`config.mk`:
```
export PLATFORM = sky130hd
export DESIGN_NAME = wbm_front_flat
export DESIGN_NICKNAME = d
export VERILOG_FILES = /design/src/hw/rtl/wbm_pkg.sv /design/src/hw/rtl/wbm_if.sv /design/src/hw/rtl/wbm_front.sv /design/src/flat_wrapper.sv
export SDC_FILE = /design/constraint.sdc
export NUM_CORES = 1
export LEC_CHECK = 0
export BUFFER_PORTS_ARGS = -buffer_cell sky130_fd_sc_hd__buf_2
export CAP_MARGIN = 10
export CORE_MARGIN = 2
export CORE_UTILIZATION = 53
export DETAILED_ROUTE_END_ITERATION = 10
export GPL_TIMING_DRIVEN = 0
export PLACE_DENSITY_LB_ADDON = 0.15
export SETUP_SLACK_MARGIN = 0.02
export SLEW_MARGIN = 15
export SYNTH_ARGS = -nofsm -noshare
export SYNTH_HDL_FRONTEND = slang
export SYNTH_SLANG_ARGS = --single-unit
```
`constraint.sdc`:
```
create_clock -name i_clk -period 2.7 [get_ports i_clk]
set_clock_uncertainty 0.05 [all_clocks]
set_input_delay 0.54 -clock i_clk [delete_from_list [all_inputs] [get_ports i_clk]]
set_output_delay 0.54 -clock i_clk [all_outputs]
set_load 0.1 [all_outputs]
```
`src/hw/rtl/wbm_pkg.sv`:
```
// ----------------------------------------------------------------------------
// wbm_pkg
// Shared constants, types and helpers for the WAH bitmap merge block.
// ----------------------------------------------------------------------------
package wbm_pkg;

    localparam int STORE_DEPTH = 256;
    localparam int ADDR_W      = $clog2(STORE_DEPTH);
    localparam int CNT_W       = ADDR_W + 1;
    localparam int WORD_W      = 8;
    localparam int SPAN_W      = 7;
    localparam int FILL_BIT    = 7;
    localparam int CMD_W       = 2;
    localparam int QUEUE_DEPTH = 2;
    localparam int QPTR_W      = $clog2(QUEUE_DEPTH);
    localparam int QCNT_W      = QPTR_W + 1;

    localparam logic [CMD_W-1:0] CMD_LOAD_X = 2'd0;
    localparam logic [CMD_W-1:0] CMD_LOAD_Y = 2'd1;
    localparam logic [CMD_W-1:0] CMD_PULL   = 2'd2;

    typedef enum logic [1:0] {
        K_LOAD_X,
        K_LOAD_Y,
        K_PULL,
        K_NOP
    } t_kind;

    typedef enum logic [1:0] {
        S_IDLE,
        S_INIT,
        S_EXEC
    } t_state;

    typedef struct packed {
        t_kind              kind;
        logic [WORD_W-1:0]  word;
    } t_req;

    typedef struct packed {
        logic [WORD_W-1:0]  out_word;
        logic               last;
        logic               overflow;
    } t_rsp;

    typedef struct packed {
        logic merging;
        logic x_fin;
        logic y_fin;
    } t_eng_status;

    // groups covered by one word; a zero-count fill covers one
    function automatic logic [SPAN_W-1:0] span_of(input logic [WORD_W-1:0] w);
        logic [SPAN_W-1:0] s;
        s = SPAN_W'(1);
        if (w[FILL_BIT] && (w[SPAN_W-1:0] != '0)) begin
            s = w[SPAN_W-1:0];
        end
        return s;
    endfunction

    // literal bits of a word; fills read as zero
    function automatic logic [SPAN_W-1:0] lit_val(input logic [WORD_W-1:0] w);
        return w[FILL_BIT] ? '0 : w[SPAN_W-1:0];
    endfunction

endpackage

```
`src/hw/rtl/wbm_if.sv`:
```
// ----------------------------------------------------------------------------
// wbm_if
// Valid/ready channels of the WAH bitmap merge block: command in, word out.
// ----------------------------------------------------------------------------
interface wbm_in_if import wbm_pkg::*; ();
    logic              valid;
    logic              ready;
    logic [CMD_W-1:0]  cmd;
    logic [WORD_W-1:0] word;

    modport source (output valid, cmd, word, input ready);
    modport sink   (input valid, cmd, word, output ready);
endinterface


```
`src/hw/rtl/wbm_front.sv`:
```
// ----------------------------------------------------------------------------
// wbm_front
// Accepts command requests, decodes them and queues them for the engine.
// ----------------------------------------------------------------------------
module wbm_front import wbm_pkg::*; (
    input  logic         i_clk,
    input  logic         i_rst_n,
    wbm_in_if.sink       i_in,
    input  logic         i_pop,
    output logic         o_head_valid,
    output t_req         o_head
);

    t_req              r_q [QUEUE_DEPTH];
    logic [QPTR_W-1:0] r_wr_ptr, n_wr_ptr;
    logic [QPTR_W-1:0] r_rd_ptr, n_rd_ptr;
    logic [QCNT_W-1:0] r_cnt, n_cnt;
    logic              push;
    logic              pop;
    t_req              req;

    always_comb begin
        req.word = i_in.word;
        case (i_in.cmd)
            CMD_LOAD_X: req.kind = K_LOAD_X;
            CMD_LOAD_Y: req.kind = K_LOAD_Y;
            CMD_PULL:   req.kind = K_PULL;
            default:    req.kind = K_NOP;
        endcase
    end

    assign i_in.ready   = (r_cnt != QCNT_W'(QUEUE_DEPTH));
    assign push         = i_in.valid && i_in.ready;
    assign o_head_valid = (r_cnt != '0);
    assign o_head       = r_q[r_rd_ptr];
    assign pop          = i_pop && o_head_valid;

    always_comb begin
        n_wr_ptr = push ? QPTR_W'(r_wr_ptr + 1'b1) : r_wr_ptr;
        n_rd_ptr = pop ? QPTR_W'(r_rd_ptr + 1'b1) : r_rd_ptr;
        n_cnt    = r_cnt + QCNT_W'(push) - QCNT_W'(pop);
    end

    always_ff @(posedge i_clk) begin
        if (!i_rst_n) begin
            r_wr_ptr <= '0;
            r_rd_ptr <= '0;
            r_cnt    <= '0;
        end else begin
            r_wr_ptr <= n_wr_ptr;
            r_rd_ptr <= n_rd_ptr;
            r_cnt    <= n_cnt;
        end
    end

    always_ff @(posedge i_clk) begin
        if (push) begin
            r_q[r_wr_ptr] <= req;
        end
    end

endmodule

```
`src/flat_wrapper.sv`:
```
// flat-port wrapper written by rule: the top's interface ports become plain ports
module wbm_front_flat import wbm_pkg::*;
  (i_clk, i_rst_n, i_pop, o_head_valid, o_head, i_in_valid, i_in_cmd, i_in_word, i_in_ready);
  wbm_in_if i_in_i ();
  input  logic i_clk;
  input  logic i_rst_n;
  input  logic i_pop;
  output logic o_head_valid;
  output t_req o_head;
  input wire logic [$bits(i_in_i.valid)-1:0] i_in_valid;
  input wire logic [$bits(i_in_i.cmd)-1:0] i_in_cmd;
  input wire logic [$bits(i_in_i.word)-1:0] i_in_word;
  output wire logic [$bits(i_in_i.ready)-1:0] i_in_ready;
  assign i_in_i.valid = i_in_valid;
  assign i_in_i.cmd = i_in_cmd;
  assign i_in_i.word = i_in_word;
  assign i_in_ready = i_in_i.ready;
  wbm_front u_core (.i_clk(i_clk), .i_rst_n(i_rst_n), .i_in(i_in_i), .i_pop(i_pop), .o_head_valid(o_head_valid), .o_head(o_head));
endmodule
```
Word level (Yosys, flattened, before mapping). Memory sizes are Yosys's and may differ from the RTL's. A register that Yosys moved wholly into a read port is not among the register bits. Cells that the tools add are included.

Register bits after elaboration: 4. Memory bits (writable): 20. Bits of input ports: 14. Output and inout port bits: 12. Word-level logic and storage cells: 20. Memories: 1.

Memories: u_core.r_q (depth 2, bits a word 10, read ports 1, clocked after memory_dff 1, write ports 1, RTL line wbm_front.sv:14) `t_req r_q [QUEUE_DEPTH];`.

$add $sub $neg: 4. Eq/ne operators: 3. Multiplexer cells: 5. Reduce and logical (&&, ||, !) cells: 4.

Operators with widths (count): case mux 2 bit (3 select lines) (1); two-way mux 1 bit (4); adder 1 bit (second input constant) (2); adder 2 x 1 -> 2 bit (1); == test 2 x 1 -> 1 bit (second input constant) (1); == test 2 bit (second input constant) (1); logical AND 1 bit (2); logical NOT 2 bit (1); != test 2 bit (second input constant) (1); nonzero test 2 bit (1); subtractor 2 x 1 -> 2 bit (1).

Logic depth before layout (Yosys ltp). Gate-level depths: netlist of the first run.

Depth after elaboration: 4. Depth in mapped cells: 7.

Worst setup path after synthesis of the first run. Ideal clock, no wire load.

Kind: register to register. Start point: register u_core.r_cnt[0]. End point: memory u_core.r_q[0][0] (netlist name), enable pin. Library setup time: 0.377 ns. Data arrival time: 1.588 ns. Setup slack: 0.685 ns. Stages on the path, launching flop included: 4. Buffers on the path: 0. Clock period less this slack: 2.015 ns. Path through: dfxtp_1 > nand2b_2 > and2_4 > nor2b_1.

Word-level cells in the longest chain between the ends: 4.

Ends and longest elaborated chain: start, declared (RTL line wbm_front.sv:17) `logic [QCNT_W-1:0] r_cnt, n_cnt;`; start signal, assigned (RTL line wbm_front.sv:52) `r_cnt <= n_cnt;`; != test 2 bit (RTL line wbm_front.sv:32) `assign i_in.ready = (r_cnt != QCNT_W'(QUEUE_DEPTH));`; via i_in_ready (RTL line flat_wrapper.sv:13) `output wire logic [$bits(i_in_i.ready)-1:0] i_in_ready;`; logical AND 1 bit (RTL line wbm_front.sv:33) `assign push = i_in.valid && i_in.ready;`; via u_core.push (RTL line wbm_front.sv:18) `logic push;`; two-way mux 1 bit (RTL line wbm_front.sv:57) `if (push) begin`; two-way mux 1 bit (implied by the code) (RTL line wbm_front.sv:58) `r_q[r_wr_ptr] <= req;`; end, declared (RTL line wbm_front.sv:14).

The timed path passes the listed nets, and every way through them passes these cells.

==> results.md, run 1 <==
- Status: finished, final reports clean
- FILL cells: between 150 and 200
- Commonest cells in the netlist: edfxtp_1, mux2_2, dfxtp_1
- Top cell type's share of synthesized area: 0.615
- CP max FO: 10
- WP depth: 3
- # IOs: 26
- Slew @ Worst Pin: just over 0.9 ns
- Synth area leader: edfxtp_1
- GPL Wtd Cong: approximately 0.76
- Post-route clock period utilization: 0.781
- Crit path top cell by count: buf_2
- First-pass GRT wire length: roughly 1900 um
- Endpoint class of the critical path: output pin
- Fmax: between 400 and 500 MHz
- FFs w/ async S/R, synth: 0
- Synth Register Bits: 25
- CP Launch Type: flip-flop
- Diode count: 0
- Net Count, Synth: 74
- Largest net degree at the start of global routing: 14
- Clk slew on worst S/H paths: roughly 0.12 ns
- Die area: between 2000 and 2500 um^2
- Avg Cell Area, Syn: 16.8 um^2
- Synth Flop Type: edfxtp_1
- Initial Util: 0.565
- Chip width: approximately 47 um
- DR vias/cell: roughly 4.8
- PortBufs: 23
- Area of the mapped netlist: ~1000 um^2
- Worst R2R Path Depth: 3
- CP top delay family: buffers and inverters
- Hold Fails Final Rpt: 0
- DRC violations left: 0
- Hold Buf Count CTS: 0
- Critical Path RT: around 2.1 ns
- Root Buffer: clkbuf_4
- Skew-Pair Late Insertion Delay: approximately 0.3 ns
- Ys Warns: 0
- Layout cell share with drive strength beyond 1: 0.494
- Critical path destination: o_head[7]
- # rows: 15
- EDFF count, synth: 20
- Largest stage delay on the critical path: between 0.3 and 0.4 ns
- Final wirelength: roughly 1300 um
- CTS Sinks: 25
- P&R area growth vs syn: 17.7%
- Wirelength per Cell: between 10 and 15 um
- Cell chain of the critical path: buf_2 -> mux2_2 -> buf_2
- Slowest cell on crit path: mux2_2
- Final setup viols: 0
- Max-Cap Viols: 0
- Max-slew headroom: 0.381
- GRT Residual Overflow: 0
- CTS tree: yes
- Final Max Slew Viols: 0
- Synth area leaders: edfxtp_1, mux2_2, dfxtp_1
- Post-route minimum period: between 2 and 2.5 ns
- Length of the first detailed-routing pass in iterations: 4
- Post-CTS Setup Inserts: 0
- Vias: roughly 530
- RSZ-0062 raised after global routing: no
- Count of cell types in the netlist: 18
- Vias in the first global route: ~480
- Die span in y: approximately 47 um
- Mapped Cells: 58
- CTS Buf Count: 3
- Core box area: 1730 um^2
- Initial DRC Count: 6
- Detail Route Antenna Nets: 0
- Cell with the most instances after synthesis: edfxtp_1
- Post-Route Setup TNS: 0 ns
- Seq/Total Area, Yosys: 0.718
- Detail Placement HPWL: a little over 900 um
- Worst path buffer plus inverter count: 2
- Launch point of the worst reg-to-reg path: u_core.r_cnt[0]
- Crit path arrival time: around 1.5 ns
- Initial antenna violation count: 0
- Reg2Reg Setup Slack: ~0.86 ns
- Global Route Usage Sum: 0.132
- Post-CTS sizing: 0
- Hold WC Path Type: in2reg
- FF-to-FF End: u_core.r_q[0][9]
- Clock Path Buffers: 2
- Number of nets in the final layout: 102
- WS Path Type: reg2out
- H-tree depth: 1
worst reg2reg max path, stage by stage, from the launching register on:
cell and delay (ns):
dfxtp_1 0.37, nand2b_2 0.16, and2_4 0.16, nor2b_1 0.73
state kept, by name, indices dropped and copies added, names as in the netlist, named ones only:
register	flops
u_core.r_q	20
u_core.r_cnt	2
u_core.r_rd_ptr	1
u_core.r_wr_ptr	1
metal layers:
layer  routed length, um  global-route usage  vias to the layer above  share of wire
li1                    -                   -                      264              -
met2                 645               0.236                       16           0.51
met1                 538               0.150                      242           0.42
met5                   0                   0                        -              0
met3                  72              0.0346                        4          0.057
met4                  18              0.0500                        0          0.014
stage by stage:
stage | setup slack (ns) | util | cell area, um^2 | hold slack [ns] | instances
global route | 0.512 | 0.665 | 1150 | 0.352 | 110
floorplan | 0.685 | - | 976 | 0.406 | 58
CTS | 0.574 | 0.665 | 1150 | 0.361 | 110
finish | 0.592 | 0.665 | 1150 | 0.369 | 110
global placement | 0.735 | 0.650 | 1120 | 0.413 | 106
detailed placement | 0.688 | 0.650 | 1120 | 0.438 | 106
cell usage in the layout (no fill, tap or decap), types with 2 or more instances in the layout:
cell type / count
and2_1: 2
buf_2: 24
clkbuf_1: 3
clkbuf_4: 3
dfxtp_1: 5
edfxtp_1: 20
ha_1: 2
inv_1: 2
mux2_2: 10
nor2b_1: 3
xnor2_1: 3
layout make-up:
| cell class | instances | area [um^2] | share of cell area |
|---|---|---|---|
| Sequential cell | 25 | 701 | 0.610 |
| Timing Repair Buffer | 23 | 115 | 0.100 |
| Tap cell | 25 | 31.3 | 0.0272 |
| Multi-Input combinational cell | 28 | 255 | 0.222 |
| Buffer | 3 | 12.5 | 0.0109 |
| Inverter | 2 | 7.51 | 0.00654 |
| Clock buffer | 4 | 26.3 | 0.0229 |
how the worst min path moves through the flow:
| stage | slack (ns) | startpoint | endpoint | depth (start not counted) |
|---|---|---|---|---|
| finish | 0.37 | i_in_word[4] | u_core.r_q[1][4] | 1 |
| CTS | 0.36 | i_in_word[7] | u_core.r_q[0][7] | 1 |
| global route | 0.35 | i_in_word[6] | u_core.r_q[0][6] | 1 |
| detailed placement | 0.44 | u_core.r_wr_ptr | u_core.r_wr_ptr | 2 |
| global placement | 0.41 | u_core.r_wr_ptr | u_core.r_wr_ptr | 2 |
| floorplan | 0.41 | u_core.r_wr_ptr | u_core.r_wr_ptr | 2 |
cells by family (layout without fill, tap and decap cells):
kind of cell    Yosys count  count (layout)  synth area share
fa+ha+maj                 2               2            0.0256
buf+inv                   5              32            0.0205
xor+xnor                  3               3            0.0269
compound gates            2               2            0.0180
simple gates             11              11            0.0757
mux                      10              10             0.115
flops                    25              25             0.718
Power of run 1 is left out: the tool's default activity adds up to more than one toggle a clock period on the data nets, which glitch-free logic cannot reach.
==> inputs of run 2 (changes only) <==
- CORE_UTILIZATION: 53 -> 45
- clock period: 2.7 -> 1.8 ns (I/O delays scaled with it)
==> run 2 against run 1 <==
  * Flip-flop and latch count unchanged
  * Final cell count increased by 2.7%
  * Die area increased by 16%
  * Core utilization decreased by 1.9 points
  * Routed wire length increased by 15%
  * Non-clock buffer count increased by 1
  * Worst setup slack got worse by 0.55 ns
  * Global-route usage decreased by 0.86 points
  * Sequential share of layout area decreased by 6.7 points
  * Clock-buffer cell count decreased by 1
  * Critical path type unchanged
  * Highest routed layer unchanged
  * Register-to-register slack got worse by 0.70 ns
==> results.md, run 2 (synthesis gave the netlist of run 1 again) <==
- Status: finished, final reports clean
- Global Route Usage Sum: 0.123 (-0.00856)
- CP max FO: 5 (-5)
- Final setup viols: 0 (unchanged)
- Largest stage delay on the critical path: 0.36 ns (about the same)
- # rows: 16 (+1)
- Slew @ Worst Pin: 0.539 ns (-0.388 ns)
- Sink of the worst hold path: u_core.r_q[0][5]
- H-tree depth: 1 (unchanged)
- Max-Cap Viols: 0 (unchanged)
- Post-route clock period utilization: 0.975
- CTS tree: yes
- Worst path buffer plus inverter count: 2 (unchanged)
- Launch point of the worst reg-to-reg path: u_core.r_cnt[1]
- Crit path arrival time: 1.34 ns (-0.18 ns)
- P&R area growth vs syn: 32.6%
- Initial DRC Count: 9 (+3)
- Endpoint class of the critical path: output pin
- Largest register by flop count: u_core.r_q
- Skew-Pair Late Insertion Delay: 0.31 ns (about the same)
- Vias: 545 (+3.6%)
- Hold WC Path Type: in2reg
- Clock Path Buffers: 2 (unchanged)
- Critical Path RT: 1.39 ns (-0.72 ns)
- GRT Residual Overflow: 0 (unchanged)
- FILL cells: 137 (-13%)
- Largest net degree at the start of global routing: 15 (+1)
- Cell chain of the critical path: buf_4 -> mux2_2 -> buf_12
- First-pass GRT wire length: 2210 um (+14%)
- Post-route minimum period: 1.75 ns
- Fmax: 570 MHz
- Worst hold margin: 0.175 ns (-0.194 ns)
- Clk slew on worst S/H paths: 0.13 ns (about the same)
- Number of flip-flops in the largest register: 20 (unchanged)
- WS Path Type: reg2out
- CTS Sinks: 25 (unchanged)
- Die span in y: 50.6 um (+7.8%)
- Footprint of the multi-input gates: 274 um^2 (+7.4%)
- Chip width: 50.6 um (+7.8%)
- Detail Placement HPWL: 934 um (+1.5%)
- CP top delay family: flip-flops
- PortBufs: 23 (unchanged)
- Hold Fails Final Rpt: 0 (unchanged)
- Initial antenna violation count: 0 (unchanged)
- Worst R2R Path Depth: 7 (+4)
- CP Launch Type: flip-flop
- Number of nets in the final layout: 103 (+0.98%)
- Worst hold start: i_in_word[5]
- Layout cell share with drive strength beyond 1: 0.535 (+0.0408)
- Regs by FF count: u_core.r_q x20, u_core.r_cnt x2
- Die area: 2560 um^2 (+16%)
- Vias in the first global route: 517 (+7.5%)
- Dpl cells: 108 (+1.9%)
- # IOs: 26 (unchanged)
- CTS Buf Count: 3 (unchanged)
- Core box area: 2000 um^2 (+16%)
- FF-to-FF End: u_core.r_cnt[1]
- Max-slew headroom: 0.639 (+0.258)
- Slowest cell on crit path: dfxtp_2
- Root Buffer: clkbuf_4
- Final Max Slew Viols: 0 (unchanged)
- DR vias/cell: 4.82 (+0.86%)
- Most frequent cells in the layout: edfxtp_1, buf_2, mux2_2
- Wirelength per Cell: 12.9 um (+12%)
- Length of the first detailed-routing pass in iterations: 4 (unchanged)
- Detail Route Antenna Nets: 0 (unchanged)
- Initial Util: 0.488 (-0.0777)
- GPL Wtd Cong: 0.702 (-7.7%)
- Diode count: 0 (unchanged)
- Hold depth: 1 (unchanged)
- DRC violations left: 0 (unchanged)
- Most common cell after layout, fill and taps aside: edfxtp_1
- Hold Buf Count CTS: 0 (unchanged)
- Finished Layout Cells: 113 (+2.7%)
- Final wirelength: 1460 um (+15%)
- Reg2Reg Setup Slack: 0.16 ns (-0.70 ns)
- Register Area: 702 um^2 (+0.18%)
- RSZ-0062 raised after global routing: yes
==> run 2: worst max-delay path by stage <==
stage | slack [ns] | cells past startpoint | startpoint | endpoint
after floorplan | 0.17 | 3 | u_core.r_cnt[0] | u_core.r_q[0][0]
after global placement | 0.18 | 8 | i_pop | u_core.r_cnt[1]
after detailed placement | 0.16 | 8 | i_pop | u_core.r_cnt[1]
after CTS | 0.02 | 3 | flip-flop | o_head[4]
after global routing | -0.02 | 3 | flip-flop | o_head[9]
final | 0.05 | 3 | flip-flop | o_head[9]
==> run 2: routing by layer <==
metal | global-route usage | vias up | routed length (um)
met5 | 0 | - | 0
met4 | 0.0811 | 0 | 29
met3 | 0.0357 | 4 | 95
met2 | 0.219 | 20 | 784
met1 | 0.123 | 256 | 552
li1 | - | 265 | -
==> run 2: worst reg2reg max path, delay by kind of cell, from the launching register on <==
family,cells,cell delay (ns)
adders and majority gates,2,0.45
DFF,1,0.39
xor gates and xnor gates,2,0.25
AOI/OAI and AO/OA,1,0.23
and+or+nand+nor,1,0.15
buffers and inverters,1,0.04
==> run 2: per-stage QoR <==
step                instance area [um^2]  setup TNS, ns  setup slack [ns]   util
CTS                                 1230              0            0.0242  0.614
detailed placement                  1130              0             0.158  0.566
finish                              1290              0            0.0451  0.646
global placement                    1130              0             0.178  0.566
floorplan                            983              0             0.173      -
global route                        1290        -0.0903           -0.0160  0.646
==> run 2: cell type report <==
type	count	area share
multi-input cells	28	0.212
flip-flops and latches	25	0.543
well taps	27	0.0261
inverters	2	0.00580
repair buffers	24	0.178
clock buffers	3	0.0174
plain buffers	3	0.0145
clock inverters	1	0.00387
==> run 2: timing repair <==
action                                  4_1_cts  5_1_grt
hold endpoints to repair                      0        0
endpoints found under the setup margin       10       11
resized for setup                            22       16
buffers inserted                              0        0
cloned                                        0        1
Power of run 2 is left out for the same reason.
==> inputs of run 3 (changes only) <==
- ABC_AREA: not set -> 1
- CORE_UTILIZATION: 45 -> 48
- CTS_BUF_LIST: not set -> sky130_fd_sc_hd__clkbuf_8
==> run 3 against run 2 <==
  * Non-clock buffer count down 1
  * Core utilization shrank 1.7 points
  * Worst setup slack gained 0.043 ns
  * Via count grew 2.6%
  * Register-to-register slack improved by 0.16 ns
  * First-iteration DRC count decreased by 89%
  * Synthesized cell count is 22% higher
  * Final cell count is 11% higher
  * Sequential share of layout area is 1.4 points higher
  * Largest cell class unchanged
  * Highest routed layer unchanged
==> results.md, run 3 <==
- Avg Cell Area, Syn: 14.6 um^2 (-13%)
- Synth area leaders: edfxtp_1, mux2_4, dfxtp_1
- Post-Route Setup TNS: 0 ns (unchanged)
- Net Count, Synth: 87 (+18%)
- GPL Wtd Cong: 0.682 (-2.8%)
- Initial antenna violation count: 0 (unchanged)
- EDFF count, synth: 20 (unchanged)
- PortBufs: 23 (unchanged)
- Most common cell after layout, fill and taps aside: edfxtp_1
- Clock Path Buffers: 2 (unchanged)
- P&R area growth vs syn: 21.4%
- Regs by FF count: u_core.r_q x20, u_core.r_cnt x2
- Cell chain of the critical path: buf_6 -> mux2_4 -> buf_4
- Area of the mapped netlist: 1040 um^2 (+6.3%)
- Largest family of logic cells by synthesized area: multiplexers
- Endpoint class of the critical path: output pin
- DRC violations left: 0 (unchanged)
- Post-synthesis compound-gate area fraction: 0.00965 (-0.00830)
- CP Launch Type: flip-flop
- Die span in y: 50.5 um (-0.17%)
- Max-slew headroom: 0.659 (+0.0203)
- Hold Fails Final Rpt: 0 (unchanged)
- H-tree depth: 1 (unchanged)
- Top cell type's share of synthesized area: 0.579 (-0.0364)
- First-pass GRT wire length: 2480 um (+12%)
- Mapped Cells: 71 (+22%)
- Status: finished, final reports clean
- Critical Path RT: 1.39 ns (about the same)
- GRT Residual Overflow: 0 (unchanged)
- CTS tree: yes
- Number of flip-flops in the largest register: 20 (unchanged)
- Wirelength per Cell: 11.1 um (-14%)
- Max-Cap Viols: 0 (unchanged)
- Final Max Slew Viols: 0 (unchanged)
- Synth Register Bits: 25 (unchanged)
- Count of cell types in the netlist: 16 (-2)
- Initial Util: 0.518 (+0.0306)
- Detail Route Antenna Nets: 0 (unchanged)
- Chip width: 50.5 um (-0.17%)
- Most frequent cells in the layout: edfxtp_1, buf_2, mux2_4, buf_4, inv_1
- Synth Flop Type: edfxtp_1
- Detail Placement HPWL: 1050 um (+12%)
- Mux share of post-synthesis cell area: 0.145 (+0.0294)
- Post-route clock period utilization: 0.951 (-0.0237)
- Layout cell share with drive strength beyond 1: 0.459 (-0.0757)
- Vias: 559 (+2.6%)
- Final wirelength: 1390 um (-4.7%)
- Synth Area in Adders: 0.0241 (-0.00152)
- Largest stage delay on the critical path: 0.33 ns (-0.03 ns)
- RSZ-0062 raised after global routing: yes
- Ys Warns: 0 (unchanged)
- Global Route Usage Sum: 0.134 (+0.0108)
- Root Buffer: clkbuf_8
- CTS Sinks: 25 (unchanged)
- Initial DRC Count: 1 (-8)
- # IOs: 26 (unchanged)
- Length of the first detailed-routing pass in iterations: 2 (-2)
- FFs w/ async S/R, synth: 0 (unchanged)
- Vias in the first global route: 583 (+13%)
- FILL cells: 168 (+23%)
- XOR/XNOR Fraction of Synth Area: 0 (-0.0269)
- Hold Buf Count CTS: 0 (unchanged)
- Synth area leader: edfxtp_1
- Core box area: 2000 um^2 (unchanged)
- Die area: 2550 um^2 (-0.34%)
- Largest net degree at the start of global routing: 14 (-1)
- Seq/Total Area, Yosys: 0.676 (-0.0424)
- # rows: 16 (unchanged)
- Largest register by flop count: u_core.r_q
- CP max FO: 10 (+5)
- Crit path arrival time: 1.30 ns (-0.04 ns)
- Slowest cell on crit path: dfxtp_1
- Final setup viols: 0 (unchanged)
- Cell with the most instances after synthesis: edfxtp_1
- Skew-Pair Late Insertion Delay: 0.25 ns (-0.06 ns)
- Post-route minimum period: 1.71 ns (-0.0426 ns)
- Simple-gate area share of the yosys netlist: 0.0953 (+0.0197)
- Commonest cells in the netlist: edfxtp_1, mux2_4, inv_1, nand2_1, nor2_1
- Diode count: 0 (unchanged)
- DR vias/cell: 4.47 (-7.3%)
- Clk slew on worst S/H paths: 0.08 ns (-0.05 ns)
- Number of nets in the final layout: 115 (+12%)
- WS Path Type: reg2out
- Slew @ Worst Pin: 0.510 ns (-0.0285 ns)
- Hold WC Path Type: in2reg
- CTS Buf Count: 3 (unchanged)
- Fmax: 584 MHz (+2.5%)
==> run 3: metrics by stage <==
stage / std cells / utilization / hold slack (ns) / cell area, um^2 / setup slack [ns]
final: 125 / 0.629 / 0.238 / 1260 / 0.0878
after global routing: 125 / 0.629 / 0.228 / 1260 / 0.0122
after CTS: 125 / 0.628 / 0.227 / 1260 / 0.0212
after detailed placement: 121 / 0.594 / 0.451 / 1190 / 0.253
after global placement: 121 / 0.594 / 0.437 / 1190 / 0.271
after floorplan: 71 / - / 0.403 / 1040 / 0.107
==> run 3: kinds of logic after synthesis <==
family                   count (synthesis)
adder cells (fa/ha/maj)                  2
buffers and inverters                   12
multiplexers                            10
AO/OA/AOI/OAI                            2
AND/OR/NAND/NOR                         20
flip-flops                              25
==> run 3: path summary, 6_finish.rpt <==
check / from / endpoint / slack, ns / cells after the start
max: flip-flop / o_head[6] / 0.09 / 3
min reg2reg: u_core.r_rd_ptr / flip-flop / 0.46 / 2
max reg2reg: u_core.r_cnt[1] / u_core.r_cnt[1] / 0.32 / 9
min: i_in_word[1] / u_core.r_q[0][1] / 0.24 / 1
==> run 3: final cells by class <==
| cell class | count | area [um^2] | area share |
|---|---|---|---|
| Sequential cell | 25 | 701 | 0.557 |
| Multi-Input combinational cell | 34 | 287 | 0.228 |
| Timing Repair Buffer | 23 | 140 | 0.111 |
| Clock buffer | 3 | 41.3 | 0.0328 |
| Inverter | 9 | 33.8 | 0.0268 |
| Tap cell | 27 | 33.8 | 0.0268 |
| Buffer | 3 | 18.8 | 0.0149 |
| Clock inverter | 1 | 3.75 | 0.00298 |
==> run 3: critical path, delay by kind of cell, from the launching register on <==
family	cells	cell delay [ns]
buffers and inverters	2	0.40
flip-flops	1	0.33
multiplexers	1	0.31
==> run 3: repair_timing <==
action,in CTS,in global routing
gates resized for setup,9,2
endpoints found under the setup margin,9,9
gates cloned,0,0
buffers inserted,0,0
pin swaps,0,0
==> run 3: metal layers <==
layer | vias up | track usage | share of wire
li1 | 296 | - | -
met4 | 0 | 0.0811 | 0.0093
met1 | 246 | 0.152 | 0.39
met2 | 15 | 0.230 | 0.53
met3 | 2 | 0.0268 | 0.064
met5 | - | 0 | 0
Power of run 3 is left out for the same reason.
